==> src/dosr_ram.sv <==
`default_nettype none

module dosr_ram #(
	parameter int unsigned WIDTH = 8,
	parameter int unsigned DEPTH = 64
) (
	input  wire logic                     clk,
	input  wire logic                     wr_en,
	input  wire logic [$clog2(DEPTH)-1:0] wr_addr,
	input  wire logic [WIDTH-1:0]         wr_data,
	input  wire logic                     rd_en,
	input  wire logic [$clog2(DEPTH)-1:0] rd_addr,
	output logic      [WIDTH-1:0]         rd_data
);

	logic [WIDTH-1:0] mem_q [DEPTH];
	logic [WIDTH-1:0] rd_data_q;

	always_ff @(posedge clk) begin
		if (wr_en) begin
			mem_q[wr_addr] <= wr_data;
		end
	end

	// read data holds while no read is issued
	always_ff @(posedge clk) begin
		if (rd_en) begin
			rd_data_q <= mem_q[rd_addr];
		end
	end

	assign rd_data = rd_data_q;

endmodule

`default_nettype wire
==> config.mk <==
export PLATFORM = sky130hd
export DESIGN_NAME = dosr_ram
export DESIGN_NICKNAME = d
export VERILOG_FILES = /design/src/dosr_ram.sv
export SDC_FILE = /design/constraint.sdc
export NUM_CORES = 1
export LEC_CHECK = 0
export BUFFER_PORTS_ARGS = -buffer_cell sky130_fd_sc_hd__buf_4
export CAP_MARGIN = 20
export CORE_ASPECT_RATIO = 1.75
export CORE_MARGIN = 5
export CORE_UTILIZATION = 62
export DETAILED_ROUTE_END_ITERATION = 10
export GPL_TIMING_DRIVEN = 0
export PLACE_DENSITY = 0.79
export SYNTH_ARGS = -nofsm -noshare
export SYNTH_HDL_FRONTEND = slang
export SYNTH_SLANG_ARGS = --single-unit
==> constraint.sdc <==
create_clock -name clk -period 2.05 [get_ports clk]
set_clock_uncertainty 0.05 [all_clocks]
set_input_delay 0 -clock clk [delete_from_list [all_inputs] [get_ports clk]]
set_output_delay 0 -clock clk [all_outputs]
set_load 0.005 [all_outputs]
==> flow_summary.yaml, run 1 <==
status:
  status: "finished with violations"
  violations: "setup timing"
die:
  start_util_pct: 62.8
  die_h_um: 249
  num_rows: 87
  core_um2: 32200
  pin_count: 31
  dieArea_um2: 36500
  die_x_um: 147
global_route:
  grt_overflow: 0
  grt_usage_pct: 26.9
  grt_pass1_wl_um: 69800
  grt_pass1_vias: 10300
  antenna_found_initial: 0
  grt_max_degree: 65
timing:
  setup_viol: 6
  relSlewSlack_pct: 30.3
  period_needed_ns: 2.20
  fin_hold_ws_ns: 0.0228
  worstMarginPinSlew_ns: 1.04
  final-max-slew-violation-count: 0
  fin_crit_sh_pct: 107
  max_freq_mhz: 455
  hold_viol: 0
  setup_ws_ns: -0.146
  tns_ns: -0.441
  rsz0062_at_grt: "yes"
route:
  topRoutingLayerUsed: "met4"
  wl_met3_um: 3660
  met1_length_um: 15500
  wire_per_inst_um: 33.4
  first_pass_iters: 7
  drt-total-wl_um: 48500
  first_iter_violations: 1263
  drc: 0
  met2_length_um: 25400
  vias: 10100
  vias_per_cell: 6.94
  ant_nets: 0
setup_path:
  r2r_slack_ns: -0.15
  r2r_end: "rd_data[1]"
  worstPathMaxFanout: 1
  endpoint: "rd_data[1]"
  worstPathRequired_ns: 2.29
  path_class: "register to register"
  timing.rr.start: "mem_q[11][1]"
  cp-startpoint: "mem_q[11][1]"
  cp-start-kind: "register"
  cp.arrival_ns: 2.44
  cp-end-kind: "register"
  rr_worst_depth: 5
yosys:
  synth_fp_nets: 963
  synthTopCellsByCount: "edfxtp_1, mux4_2, nor2_1"
  avgSynthCellArea_um2: 21.5
  yosysMostFrequentCell: "edfxtp_1"
  synth_warnings: 0
  ys_seq_area_share_pct: 77.1
  ys_ff_latch: 520
  syn_inst: 940
  async_reset_ff_share_pct: 0
  synth_area_leader_cell: "edfxtp_1"
  synth_area_leaders: "edfxtp_1, mux4_2, nor2_1, mux2i_1, mux2_2"
  synth_edf_count: 520
  synth_area_um2: 20200
  yosys.cell_types.count: 39
  dominantRegCellSynth: "edfxtp_1"
  synth_top_area_share_pct: 77.1
placement:
  dp_hpwl_um: 31100
  dpl.cell_count: 1364
  gp_congestion: 0.977
  dp_worst_setup_slack_ns: -0.752
  place_area_um2: 20900
  port_buffers: 22
cells_and_area:
  post-route-cell-area_um2: 22400
  areaGrowthSynthToFinish_pct: 10.7
  num_antenna_cells: 0
  utilization_pct: 69.6
  drive_gt1_share_pct: 26.1
  stdcell_count: 1451
  fillerInstances: 1913
  fin_nets: 1042
pwr:
  swShare_pct: 21.1
  clock_power_share_pct: 37.0
  power_frac_seq_pct: 57.1
  vdd_drop_max_mv: 0.838
  p_leak_nw: 6.97
  powerDensity_nw_per_um2: 923
  finalPower_mw: 20.7
  p_int_mw: 16.3
  comb_power_share_pct: 5.9
  switchingPower_mw: 4.37
hold_path:
  hold_path_class: "input port to register"
  min_from: "wr_addr[0]"
clock_network:
  clock_latency_ns: 0.57
  cts_buffers: 43
  cts_tree: "done"
  path_clk_slew_ns: 0.07
  cts_root_buf: "clkbuf_16"
  clock-sinks: 520
  htreeDepth: 2
  max-clock-path-buffers: 3
job:
  maxCapViolCount: 0
==> cell families after synthesis <==
kind of cell | count (synthesis) | share of synthesized area [%]
muxes | 162 | 15.9
AOI/OAI and AO/OA | 54 | 2.06
and+or+nand+nor | 153 | 3.37
buffers and inverters | 51 | 1.56
DFF | 520 | 77.1
==> power by group through the flow <==
stage / logic (mW) / registers, mW / clock network, mW
after floorplan: 0.628 / 12.0 / 0
after global placement: 1.12 / 12.0 / 0
after detailed placement: 1.16 / 12.0 / 0
after CTS: 1.19 / 11.8 / 7.71
after global routing: 1.27 / 11.8 / 8.16
final: 1.23 / 11.8 / 7.66
==> worst max-delay path, cell delays in order, from the launching register on <==
cell       delay [ns]
edfxtp_1         0.38
mux4_2           0.53
mux4_2           0.54
nor2_1           0.16
nor3_1           0.09
o2bb2ai_2        0.17
==> metal layers <==
| layer | vias up | global-route usage (%) |
|---|---|---|
| met3 | 184 | 4.40 |
| met1 | 5169 | 31.5 |
| li1 | 4085 | - |
| met5 | - | 0 |
| met2 | 627 | 45.8 |
| met4 | 0 | 17.5 |
==> worst min-delay path by stage <==
stage,end,depth (start not counted)
finish,mem_q[48][5],3
global route,mem_q[48][5],3
CTS,mem_q[48][7],3
detailed placement,rd_data[5],1
global placement,rd_data[7],1
floorplan,mem_q[0][0],0
==> flip-flops by register name, summed over array words and instances (netlist names) <==
register and count:
mem_q 512, rd_data 8
==> layout make-up <==
cell class	count	area, um2	area share (%)
buffer	51	332	1.48
clock buffer	55	1140	5.10
clock inverter	22	144	0.642
multi-input combinational	369	4410	19.7
sequential	520	15600	69.7
tap	400	500	2.23
timing repair buffer	34	275	1.23
==> timing repair <==
item	in CTS	in global routing
pin swaps	0	7
gates cloned	0	0
hold endpoints to repair	500	0
buffers inserted	0	0
endpoints found under the setup margin	8	8
resized for setup	9	23
hold buffers	10	0
==> cell usage in the layout, fill, tap and decap left out, types with 3 or more instances in the layout <==
| master | netlist | layout |
|---|---|---|
| a211oi_1 | 4 | 4 |
| a21oi_1 | 3 | 3 |
| a221oi_1 | 6 | 4 |
| a22oi_1 | 3 | 3 |
| buf_1 | 4 | 3 |
| buf_2 | 11 | 12 |
| buf_4 | 13 | 36 |
| buf_6 | 4 | 4 |
| clkbuf_1 | 17 | 25 |
| clkbuf_16 | 0 | 44 |
| clkinv_1 | 0 | 7 |
| clkinv_2 | 0 | 11 |
| dlygate4sd3_1 | 0 | 10 |
| edfxtp_1 | 520 | 520 |
| mux2_2 | 13 | 11 |
| mux2i_1 | 23 | 23 |
| mux4_2 | 126 | 126 |
| nand2_1 | 19 | 19 |
| nand2b_1 | 7 | 7 |
| nand3_1 | 13 | 12 |
| nand3b_1 | 3 | 3 |
| nor2_1 | 83 | 80 |
| nor2_2 | 0 | 3 |
| nor2b_1 | 14 | 14 |
| nor3_1 | 7 | 4 |
| nor3_2 | 0 | 3 |
| o2111ai_1 | 3 | 3 |
| o21ai_2 | 0 | 3 |
| o221ai_1 | 8 | 8 |
| o22ai_1 | 8 | 8 |
| o2bb2ai_2 | 0 | 3 |
No activity file was read; power rests on OpenSTA's default activity.
==> inputs of run 2 (changes only) <==
--- a/config.mk
+++ b/config.mk
@@ -9,10 +9,10 @@
 export CAP_MARGIN = 20
 export CORE_ASPECT_RATIO = 1.75
 export CORE_MARGIN = 5
-export CORE_UTILIZATION = 62
+export CORE_UTILIZATION = 55
 export DETAILED_ROUTE_END_ITERATION = 10
 export GPL_TIMING_DRIVEN = 0
-export PLACE_DENSITY = 0.79
+export PLACE_DENSITY_LB_ADDON = 0.1
 export SYNTH_ARGS = -nofsm -noshare
 export SYNTH_HDL_FRONTEND = slang
 export SYNTH_SLANG_ARGS = --single-unit
==> flow_summary.yaml, run 2 (same netlist as run 1, synthesis figures left out) <==
pwr:
  powerDensity_nw_per_um2: 956
  p_leak_nw: 7.08
  vdd_drop_max_mv: 0.880
timing:
  fin_hold_ws_ns: 0.0397
  setup_ws_ns: -0.0716
  final-max-slew-violation-count: 0
  tns_ns: -0.180
  worstMarginPinSlew_ns: 1.07
  hold_viol: 0
  setup_viol: 4
  fin_crit_sh_pct: 103
  relSlewSlack_pct: 28.3
  period_needed_ns: 2.12
  max_freq_mhz: 471
  rsz0062_at_grt: "yes"
clock_network:
  clock-sinks: 520
  cts_buffers: 46
  htreeDepth: 2
  cts_root_buf: "clkbuf_16"
  clock_latency_ns: 0.57
  cts_tree: "done"
  path_clk_slew_ns: 0.06
  max-clock-path-buffers: 3
setup_path:
  cp.arrival_ns: 2.35
  cp-start-kind: "register"
  path_class: "register to register"
  cp-end-kind: "register"
  r2r_slack_ns: -0.07
  worstPathRequired_ns: 2.28
  worstPathMaxFanout: 1
global_route:
  antenna_found_initial: 0
  grt_pass1_wl_um: 70800
  grt_overflow: 0
  grt_usage_pct: 24.6
  grt_max_degree: 65
  grt_pass1_vias: 10300
die:
  start_util_pct: 55.2
  die_x_um: 155
  num_rows: 93
  dieArea_um2: 40900
  pin_count: 31
  core_um2: 36700
  die_h_um: 264
cells_and_area:
  fin_nets: 1045
  areaGrowthSynthToFinish_pct: 12.2
  post-route-cell-area_um2: 22700
  final_cell_mix: "edfxtp_1, mux4_2, nor2_1"
  top_register: "mem_q"
  utilization_pct: 62.0
  num_antenna_cells: 0
  layout_commonest_cell: "edfxtp_1"
  largest_reg_flops: 512
  drive_gt1_share_pct: 26.5
hold_path:
  hold_path_class: "input port to register"
placement:
  dp_worst_setup_slack_ns: -0.844
  place_area_um2: 21000
  gp_congestion: 0.901
  dp_hpwl_um: 32400
  port_buffers: 22
route:
  first_pass_iters: 7
  drt-total-wl_um: 49500
  vias_per_cell: 6.37
  ant_nets: 0
  first_iter_violations: 930
  drc: 0
  wire_per_inst_um: 32.4
  vias: 9730
status:
  violations: "setup timing"
  status: "finished with violations"
job:
  maxCapViolCount: 0
[run 2: cell count changes in the layout (fill, tap and decap cells not counted), sizes merged]
cell           change
clkbuf             -1
bufinv             +5
clkinvlp           -1
clkdlybuf4s15      -1
[run 2: worst paths after layout]
path                 from           end  cells after the start
max          mem_q[11][1]    rd_data[1]                      5
min            wr_addr[0]  mem_q[49][0]                      3
max reg2reg  mem_q[11][1]    rd_data[1]                      5
min reg2reg  mem_q[22][2]    rd_data[2]                      4
[run 2: repair_timing]
item	CTS	global route
endpoints found under the setup margin	8	8
resized for setup	20	14
pin swaps	4	0
hold endpoints to repair	462	0
hold buffers	10	0
cloned	0	0
setup buffers	0	0
[run 2: area by class of cell]
type	instances	area [um2]
Buffer	51	330
Clock buffer	53	1200
Clock inverter	26	280
Fill cell	2598	13900
Multi-Input combinational cell	369	4430
Sequential cell	520	15600
Tap cell	475	594
Timing Repair Buffer	34	278
[run 2: report_power, final]
group | leakage (nW) | internal (mW) | switching [mW]
Combinational | 1.66 | 0.457 | 0.776
Clock | 0.729 | 4.94 | 3.74
Sequential | 4.69 | 11.8 | 0.0197
Total | 7.08 | 17.2 | 4.54
[run 2: through the flow]
stage | std cells | power (mW)
final | 1528 | 21.7
after global routing | 1528 | 22.3
after CTS | 1528 | 21.8
after detailed placement | 1439 | 13.2
after global placement | 1437 | 13.2
after floorplan | 940 | 12.7
[run 2: routing by layer]
metal  wire length (um)  vias to the layer above  GRT usage [%]
met5                  0                        -              0
met4               2780                        0           11.7
met3               2870                      128           3.44
met2              26900                      408           43.8
met1              17000                     5101           29.3
li1                   -                     4093              -
[run 2: critical path, stage by stage (launching register included)]
cell,delay [ns]
edfxtp_1,0.35
mux4_2,0.53
mux4_2,0.53
nor2_2,0.13
nor3_1,0.06
o2bb2ai_1,0.19
==> inputs of run 3 (changes only) <==
==> constraint.sdc (replaced) <==
create_clock -name clk -period 2.05 [get_ports clk]
set_clock_uncertainty 0.05 [all_clocks]
set_input_delay 0.5125 -clock clk [delete_from_list [all_inputs] [get_ports clk]]
set_output_delay 0.5125 -clock clk [all_outputs]
set_load 0.005 [all_outputs]
==> flow_summary.yaml, run 3 (same netlist as run 1, synthesis figures left out) <==
status:
  status: "finished with violations"
  violations: "setup timing"
timing:
  final-max-slew-violation-count: 0
  setup_viol: 172
  worstMarginPinSlew_ns: 0.914
  relSlewSlack_pct: 38.9
  setup_ws_ns: -0.119
  fin_hold_ws_ns: 0.198
  fin_crit_sh_pct: 106
  hold_viol: 0
  tns_ns: -9.77
  max_freq_mhz: 461
  rsz0062_at_grt: "yes"
  period_needed_ns: 2.17
clock_network:
  cts_root_buf: "clkbuf_16"
  cts_tree: "done"
  cts_buffers: 45
  clock_latency_ns: 0.55
  htreeDepth: 2
  path_clk_slew_ns: 0.06
  cts_hold_buf: 0
  clock-sinks: 520
  max-clock-path-buffers: 3
setup_path:
  timing.rr.start: "mem_q[29][4]"
  r2r_slack_ns: -0.08
  cp-start-kind: "input port"
  rr_worst_depth: 5
  worstPathRequired_ns: 2.18
  worstPathMaxFanout: 10
  r2r_end: "rd_data[4]"
  cp.arrival_ns: 2.30
  cp-end-kind: "register"
  path_class: "input port to register"
cells_and_area:
  largest_reg_flops: 512
  drive_gt1_share_pct: 35.3
  top_register: "mem_q"
  final_cell_mix: "edfxtp_1, mux4_2, clkbuf_16"
  fin_nets: 1037
  utilization_pct: 63.2
  num_antenna_cells: 0
  areaGrowthSynthToFinish_pct: 14.4
  layout_commonest_cell: "edfxtp_1"
  post-route-cell-area_um2: 23200
  stdcell_count: 1519
hold_path:
  hold_end: "rd_data[5]"
  holdPathStages: 1
  hold_path_class: "input port to register"
  min_from: "rd_en"
placement:
  port_buffers: 22
  place_area_um2: 21100
  dpl.cell_count: 1437
  dp_hpwl_um: 32400
  dp_worst_setup_slack_ns: -1.25
  gp_congestion: 0.921
route:
  first_iter_violations: 934
  vias_per_cell: 6.45
  first_pass_iters: 5
  wire_per_inst_um: 32.6
  vias: 9798
  ant_nets: 0
  drt-total-wl_um: 49400
  drc: 0
pwr:
  finalPower_mw: 21.1
  p_leak_nw: 7.08
  powerDensity_nw_per_um2: 912
  vdd_drop_max_mv: 0.736
global_route:
  grt_overflow: 0
  grt_max_degree: 65
  grt_usage_pct: 24.5
  antenna_found_initial: 1
  grt_pass1_wl_um: 70200
  grt_pass1_vias: 10100
die:
  die_h_um: 264
  num_rows: 93
  dieArea_um2: 40900
  die_x_um: 155
  core_um2: 36700
  pin_count: 31
  start_util_pct: 55.2
job:
  maxCapViolCount: 0
## run 3: cell count changes in the layout (fill, tap and decap cells not counted), sizes merged
cell,change
buf,+4
bufinv,-3
clkdlybuf4s15,+1
inv,-1
clkinvlp,+1
dlygate4sd3,-10
clkinv,-1
## run 3: how the worst max path moves through the flow
stage                    to       start  cells after the start
2_1_floorplan    rd_data[7]  rd_addr[0]                      7
3_3_place_gp     rd_data[4]  rd_addr[2]                      8
3_5_place_dp     rd_data[4]  rd_addr[2]                      8
4_1_cts        mem_q[11][3]  wr_addr[1]                      4
5_1_grt        mem_q[60][7]  wr_addr[2]                      4
6_report        mem_q[1][7]  wr_addr[2]                      4
## run 3: cell type report
| type | count | area (um2) |
|---|---|---|
| Buffer | 50 | 546 |
| Clock buffer | 55 | 1160 |
| Clock inverter | 22 | 174 |
| Fill cell | 2537 | 13500 |
| Multi-Input combinational cell | 369 | 4850 |
| Sequential cell | 520 | 15600 |
| Tap cell | 475 | 594 |
| Timing Repair Buffer | 28 | 223 |
## run 3: timing repair
| item | 4_1_cts | 5_1_grt |
|---|---|---|
| buffers inserted | 6 | 0 |
| pin swaps | 3 | 2 |
| gates cloned | 0 | 0 |
| hold endpoints to repair | 0 | 0 |
| resized for setup | 128 | 67 |
| endpoints found under the setup margin | 336 | 246 |
## run 3: metal layers
layer	vias up	track usage, %	wire, um
met3	102	3.56	2910
met4	2	10.7	2350
met2	402	44.7	27600
met1	5210	28.4	16600
met5	-	0	13
li1	4082	-	-
## run 3: worst max-delay path, cell delays in order
cell      delay (ns)
clkbuf_1        0.20
nor2_1          0.19
nand3_1         0.67
nor2_2          0.72
## run 3: report_power, final
group	internal, mW	switching (mW)
combinational	0.525	0.844
sequential	11.8	0.0186
clock	4.39	3.55
